--- src/rtl/core/ucfs_pkg.sv ---
package ucfs_pkg;

   localparam int KEY_BITS   = 16;
   localparam int COUNT_BITS = 32;
   localparam int LEN_BITS   = 16;
   localparam int CNT_BITS   = 32;
   localparam int SUM_BITS   = 48;
   localparam int SQ_BITS    = 64;
   localparam int MEAN_BITS  = 24;
   localparam int VAR_BITS   = 48;
   localparam int WIDE_BITS  = 128;
   localparam int STEP_BITS  = $clog2(WIDE_BITS);

   // request actions
   localparam logic [2:0] ACT_LOAD   = 3'd0;
   localparam logic [2:0] ACT_BYTE   = 3'd1;
   localparam logic [2:0] ACT_LINE   = 3'd2;
   localparam logic [2:0] ACT_READ   = 3'd3;
   localparam logic [2:0] ACT_REPORT = 3'd4;
   localparam logic [2:0] ACT_CLEAR  = 3'd5;

   typedef struct packed {
      logic [2:0]  action;
      logic [7:0]  text_byte;
      logic [15:0] char_key;
      logic [1:0]  char_grade;
   } req_type;

   typedef struct packed {
      logic [31:0] char_count;
      logic [1:0]  grade_out;
      logic [31:0] sentence_total;
      logic [23:0] mean_q8;
      logic [47:0] variance_q8;
   } rsp_type;

   typedef struct packed {
      logic [MEAN_BITS-1:0] mean;
      logic [VAR_BITS-1:0]  variance;
   } stats_result_type;

   typedef enum logic [2:0] {
      ST_CLEAR,
      ST_IDLE,
      ST_LOAD,
      ST_CHAR,
      ST_READ,
      ST_STATS
   } ctrl_state_type;

   typedef enum logic [2:0] {
      SS_IDLE,
      SS_MEAN,
      SS_MUL,
      SS_ACC,
      SS_DIV1,
      SS_DIV2
   } stats_state_type;

   // full-width and other punctuation that closes a sentence
   function automatic logic is_stop(input logic [15:0] code);
      logic hit;
      hit = (code == 16'hFF0C) || (code == 16'h3002) || (code == 16'hFF01) ||
            (code == 16'hFF1F) || (code == 16'hFF1B) || (code == 16'hFF1A) ||
            (code == 16'h2026) || (code == 16'hFE54) || (code == 16'hFE55);
      return hit;
   endfunction

endpackage

--- src/rtl/core/ucfs_stats.sv ---
module ucfs_stats (
   input  logic                               clock,
   input  logic                               reset,
   input  logic                               start,
   input  logic [ucfs_pkg::CNT_BITS-1:0]      count,
   input  logic [ucfs_pkg::SUM_BITS-1:0]      sum,
   input  logic [ucfs_pkg::SQ_BITS-1:0]       square_sum,
   output logic                               busy,
   output ucfs_pkg::stats_result_type         result
);

   localparam int W = ucfs_pkg::WIDE_BITS;

   ucfs_pkg::stats_state_type state_ff, state_in;
   logic [ucfs_pkg::CNT_BITS-1:0]  n_ff, n_in;
   logic [ucfs_pkg::SUM_BITS-1:0]  s_ff, s_in;
   logic [ucfs_pkg::SQ_BITS-1:0]   sq_ff, sq_in;
   logic [W-1:0]                   quo_ff, quo_in;
   logic [31:0]                    rem_ff, rem_in;
   logic [ucfs_pkg::STEP_BITS-1:0] cnt_ff, cnt_in;
   logic [2:0]                     step_ff, step_in;
   logic [63:0]                    prod_ff, prod_in;
   logic [W-1:0]                   acc_ff, acc_in;
   ucfs_pkg::stats_result_type     res_ff, res_in;

   logic [32:0]  div_t;
   logic         div_ge;
   logic [32:0]  div_diff;
   logic [31:0]  rem_step;
   logic [W-1:0] quo_step;
   logic [31:0]  op_a, op_b;
   logic [2:0]   term_sel;
   logic [W-1:0] term;
   logic [W-1:0] acc_next;

   // one restoring division step per cycle
   always_comb begin
      div_t    = {rem_ff, quo_ff[W-1]};
      div_ge   = div_t >= {1'b0, n_ff};
      div_diff = div_t - {1'b0, n_ff};
      rem_step = div_ge ? div_diff[31:0] : div_t[31:0];
      quo_step = {quo_ff[W-2:0], div_ge};
   end

   // pick the partial product operands of n*sq - s*s
   always_comb begin
      unique case (step_ff)
         3'd0: begin op_a = n_ff; op_b = sq_ff[31:0]; end
         3'd1: begin op_a = n_ff; op_b = sq_ff[63:32]; end
         3'd2: begin op_a = s_ff[31:0]; op_b = s_ff[31:0]; end
         3'd3: begin op_a = s_ff[31:0]; op_b = {16'd0, s_ff[47:32]}; end
         default: begin op_a = {16'd0, s_ff[47:32]}; op_b = {16'd0, s_ff[47:32]}; end
      endcase
   end

   // weigh the registered product and fold it into the accumulator
   always_comb begin
      term_sel = (state_ff == ucfs_pkg::SS_ACC) ? 3'd4 : (step_ff - 3'd1);
      unique case (term_sel)
         3'd0:    term = {64'd0, prod_ff};
         3'd1:    term = {64'd0, prod_ff} << 32;
         3'd2:    term = {64'd0, prod_ff};
         3'd3:    term = {64'd0, prod_ff} << 33;
         default: term = {64'd0, prod_ff} << 64;
      endcase
      if (term_sel == 3'd0 || term_sel == 3'd1) begin
         acc_next = acc_ff + term;
      end else begin
         acc_next = acc_ff - term;
      end
   end

   always_comb begin
      state_in = state_ff;
      n_in     = n_ff;
      s_in     = s_ff;
      sq_in    = sq_ff;
      quo_in   = quo_ff;
      rem_in   = rem_ff;
      cnt_in   = cnt_ff;
      step_in  = step_ff;
      prod_in  = prod_ff;
      acc_in   = acc_ff;
      res_in   = res_ff;
      unique case (state_ff)
         ucfs_pkg::SS_IDLE: begin
            if (start) begin
               n_in  = count;
               s_in  = sum;
               sq_in = square_sum;
               if (count == '0) begin
                  res_in = '0;
               end else begin
                  quo_in   = {{(W-ucfs_pkg::SUM_BITS-8){1'b0}}, sum, 8'd0};
                  rem_in   = '0;
                  cnt_in   = '0;
                  state_in = ucfs_pkg::SS_MEAN;
               end
            end
         end
         ucfs_pkg::SS_MEAN: begin
            quo_in = quo_step;
            rem_in = rem_step;
            cnt_in = cnt_ff + 1'b1;
            if (cnt_ff == '1) begin
               res_in.mean = quo_step[ucfs_pkg::MEAN_BITS-1:0];
               step_in     = '0;
               acc_in      = '0;
               state_in    = ucfs_pkg::SS_MUL;
            end
         end
         ucfs_pkg::SS_MUL: begin
            prod_in = op_a * op_b;
            if (step_ff != 3'd0) begin
               acc_in = acc_next;
            end
            step_in = step_ff + 3'd1;
            if (step_ff == 3'd4) begin
               state_in = ucfs_pkg::SS_ACC;
            end
         end
         ucfs_pkg::SS_ACC: begin
            quo_in   = {acc_next[W-9:0], 8'd0};
            rem_in   = '0;
            cnt_in   = '0;
            state_in = ucfs_pkg::SS_DIV1;
         end
         ucfs_pkg::SS_DIV1: begin
            quo_in = quo_step;
            rem_in = rem_step;
            cnt_in = cnt_ff + 1'b1;
            if (cnt_ff == '1) begin
               rem_in   = '0;
               state_in = ucfs_pkg::SS_DIV2;
            end
         end
         ucfs_pkg::SS_DIV2: begin
            quo_in = quo_step;
            rem_in = rem_step;
            cnt_in = cnt_ff + 1'b1;
            if (cnt_ff == '1) begin
               res_in.variance = quo_step[ucfs_pkg::VAR_BITS-1:0];
               state_in        = ucfs_pkg::SS_IDLE;
            end
         end
         default: state_in = ucfs_pkg::SS_IDLE;
      endcase
   end

   always_ff @(posedge clock) begin
      if (reset) begin
         state_ff <= ucfs_pkg::SS_IDLE;
         cnt_ff   <= '0;
         step_ff  <= '0;
         res_ff   <= '0;
      end else begin
         state_ff <= state_in;
         cnt_ff   <= cnt_in;
         step_ff  <= step_in;
         res_ff   <= res_in;
      end
   end

   always_ff @(posedge clock) begin
      n_ff    <= n_in;
      s_ff    <= s_in;
      sq_ff   <= sq_in;
      quo_ff  <= quo_in;
      rem_ff  <= rem_in;
      prod_ff <= prod_in;
      acc_ff  <= acc_in;
   end

   assign busy   = state_ff != ucfs_pkg::SS_IDLE;
   assign result = res_ff;

endmodule

--- config.mk ---
export PLATFORM = sky130hd
export DESIGN_NAME = ucfs_stats
export DESIGN_NICKNAME = d
export VERILOG_FILES = /design/src/rtl/core/ucfs_pkg.sv /design/src/rtl/core/ucfs_stats.sv
export SDC_FILE = /design/constraint.sdc
export NUM_CORES = 2
export LEC_CHECK = 0
export BUFFER_PORTS_ARGS = -buffer_cell sky130_fd_sc_hd__clkbuf_2
export CAP_MARGIN = 15
export CORE_MARGIN = 10
export CORE_UTILIZATION = 45
export DETAILED_ROUTE_END_ITERATION = 8
export PLACE_DENSITY = 0.71
export SYNTH_ARGS = -nofsm -noshare
export SYNTH_HDL_FRONTEND = slang
export SYNTH_SLANG_ARGS = --single-unit
--- constraint.sdc ---
create_clock -name clock -period 10.9 [get_ports clock]
set_input_delay 1.09 -clock clock [delete_from_list [all_inputs] [get_ports clock]]
set_output_delay 1.09 -clock clock [all_outputs]
set_load 0.02 [all_outputs]
==> flow_summary.toml <==
[run_status]
status = "finished clean"

[cells_and_area]
fill_cells = 14487
syn_to_final_growth_pct = 8.429
fin_cells = 9868
nNetsFinal = 9252
drive_gt1_share_pct = 7.836
utilization_pct = 49.09

[timing]
drv_slew = 0
slew_headroom_pct = 21.20
skew_ns = 0.08512
fmax_mhz = 98.56
rsz0062_at_grt = "no"
fin_crit_ns = 10.15
tightest_slew_ns = 1.182
setup_viol = 0
finalSetupTns_ns = 0
period_share_pct = 93.08
report.final.hold_viol_count = 0
finalHoldWorstSlack_ns = 0.4704

[setup_path]
path_common_cell = "fa_1"
arrival_ns = 10.54
cp-startpoint = "step_ff[1]"
crit_path_start_kind = "flop"
endpoint_kind = "flop"
regToRegStartpoint = "step_ff[1]"
slowest_stage = "o41ai_1"
crit_path_max_incr_delay_ns = 0.89
crit_fanout = 45
cp.required_ns = 11.30
crit_type = "flop to flop"

[global_route]
use_met3_pct = 5.521
use_met2_pct = 45.43
grt_pass1_wl_mm = 380.3
grt_busiest_layer = "met2"
first_global_vias = 58946
gr-total-overflow = 0
grt_start_max_net_pins = 105
use_met1_pct = 40.12
grt.total_usage_pct = 29.62
antenna_found_initial = 5

[detailed_routing]
ant_nets = 0
drcViolationCount = 0
vias = 59367
wl_per_cell_um = 26.09
totalWireLength_mm = 257.4
dr.pass1.iters = 9
via_per_inst = 6.016
drt_iter0_drc = 7032

[placement]
hpwl_mm = 208.2
globalplace.congestion = 1.055
portBuffers = 219
dp_cells = 9751

[cts]
htree_num_levels = 2
root_buffer = "clkbuf_16"
cts_tree = "done"
cts-hold-fix-buffers = 0
clk_path_buf_depth = 3
cts-resized-gates = 0
clk_latency_ns = 0.72
cts.clk_slew.worst_paths_ns = 0.06
cts-buffers-inserted = 60
cts.sinks = 573
post_cts_buffers = 0

[yosys]
synth_edf_count = 488
yosysSeqAreaShare_pct = 23.75
syn_inst = 7787
ys.flop_type = "edfxtp_1"
syn_area_um2 = 68860
synthArstFlopShare_pct = 0
syn-num-nets = 9254
avgSynthCellArea_um2 = 8.843
yosysWarnings = 0
ys_types = 80
ys_ff_latch = 573

[die]
coreArea_um2 = 152100
chipWidth_um = 411.2
fp.dieH_um = 411.2
rows = 143
die_area_um2 = 169100
ios = 220
initial_core_util_pct = 45.28

[hold_path]
min_from = "result[66]"
hp-class = "flop to flop"

[run]
max_cap_violations = 0
## cells by family (layout without fill, tap and decap cells)
group	Yosys count	in the layout	synth area share, %
simple gates	2561	2561	16.06
compound gates	1480	1480	13.39
buf+inv	1476	1525	8.062
fa+ha+maj	1320	1320	33.78
flops	573	573	23.75
xor+xnor	297	297	3.778
mux	80	80	1.181
other cells	0	2	0
## layout by cell type (no fill, tap or decap), types with 13 or more instances in the layout
cell type | netlist | final
a211oi_1 | 34 | 34
a21boi_0 | 13 | 13
a21o_1 | 145 | 145
a21oi_1 | 480 | 477
a221o_1 | 21 | 21
a22o_1 | 26 | 26
a22oi_1 | 83 | 81
a31oi_1 | 54 | 54
and2_1 | 52 | 50
and3_1 | 26 | 25
and4_1 | 20 | 20
buf_4 | 0 | 194
clkbuf_16 | 0 | 63
clkbuf_2 | 0 | 220
dfxtp_1 | 85 | 84
edfxtp_1 | 488 | 488
fa_1 | 898 | 898
ha_1 | 422 | 421
inv_1 | 989 | 989
mux2i_1 | 70 | 70
nand2_1 | 900 | 898
nand2b_1 | 45 | 45
nand3_1 | 132 | 131
nand4_1 | 109 | 109
nor2_1 | 1049 | 1044
nor2b_1 | 38 | 35
nor3_1 | 77 | 77
nor4_1 | 26 | 26
o211ai_1 | 13 | 13
o21a_1 | 31 | 31
o21ai_0 | 349 | 348
o21bai_1 | 55 | 55
o31ai_1 | 42 | 41
or2_2 | 19 | 19
or3_1 | 19 | 19
xnor2_1 | 188 | 188
xor2_1 | 109 | 109
## cell usage after synthesis, drive strengths merged (54+ instances only)
master,count,area (um^2)
xnor2,188,1647
edfxtp,488,14650
a21o,145,1089
mux2i,70,700.7
nor3,81,431.7
a22oi,83,623.1
nand3,133,678.2
xor2,109,954.7
clkbuf,452,1697
inv,989,3712
nor2,1049,3938
o21ai,352,1762
ha,422,5280
nand2,900,3378
nand4,109,681.9
a31oi,54,337.8
o21bai,55,412.9
dfxtp,85,1702
fa,898,17980
a21oi,480,2402
## final cells by class
cell class                      count  area, um^2  share of cell area (%)
Timing Repair Buffer              421        2715                   3.637
Tap cell                         2030        2540                   3.402
Clock buffer                       83        1702                   2.279
Antenna cell                        2       5.005                0.006703
Multi-Input combinational cell   5738       47290                   63.34
Inverter                          991        3720                   4.982
Clock inverter                     30       329.1                  0.4407
Sequential cell                   573       16360                   21.91
## metrics by stage
| step | cell area [um^2] | setup WS (ns) |
|---|---|---|
| final | 74660 | 0.7539 |
| after global routing | 74660 | 0.3145 |
| after CTS | 74610 | 0.8227 |
| after detailed placement | 72580 | 0.8522 |
| after global placement | 72560 | 0.9522 |
| after floorplan | 68860 | 0.5292 |
## final timing paths
path	to	slack, ns	cells past startpoint
max	prod_ff[61]	0.75	31
min reg2reg	result[66]	0.47	2
min	result[66]	0.47	2
max reg2reg	prod_ff[61]	0.75	31
## sequential cells by signal (all words and copies together) (netlist names), 7 cells and up
| signal | flops |
|---|---|
| quo_ff | 128 |
| acc_ff | 120 |
| result | 72 |
| prod_ff | 64 |
| sq_ff | 64 |
| s_ff | 48 |
| n_ff | 32 |
| rem_ff | 32 |
| cnt_ff | 7 |
## worst max-delay path, delay by kind of cell (launching register included)
kind                       cells  cell delay, ns
buffers and inverters          7            1.05
xor gates and xnor gates       1            0.12
DFF                            1            0.39
adders and majority gates     10            4.61
AOI/OAI and AO/OA              6            2.29
and+or+nand+nor                7            1.39
## metal layers
layer / up-vias / share of wire [%]
met1: 29676 / 40
met3: 612 / 10
met2: 3315 / 44
met5: - / 0.013
li1: 25760 / -
met4: 4 / 6.1
Power is not shown: default switching activity piles up to over one toggle a cycle in this logic, so the estimate is an artifact.
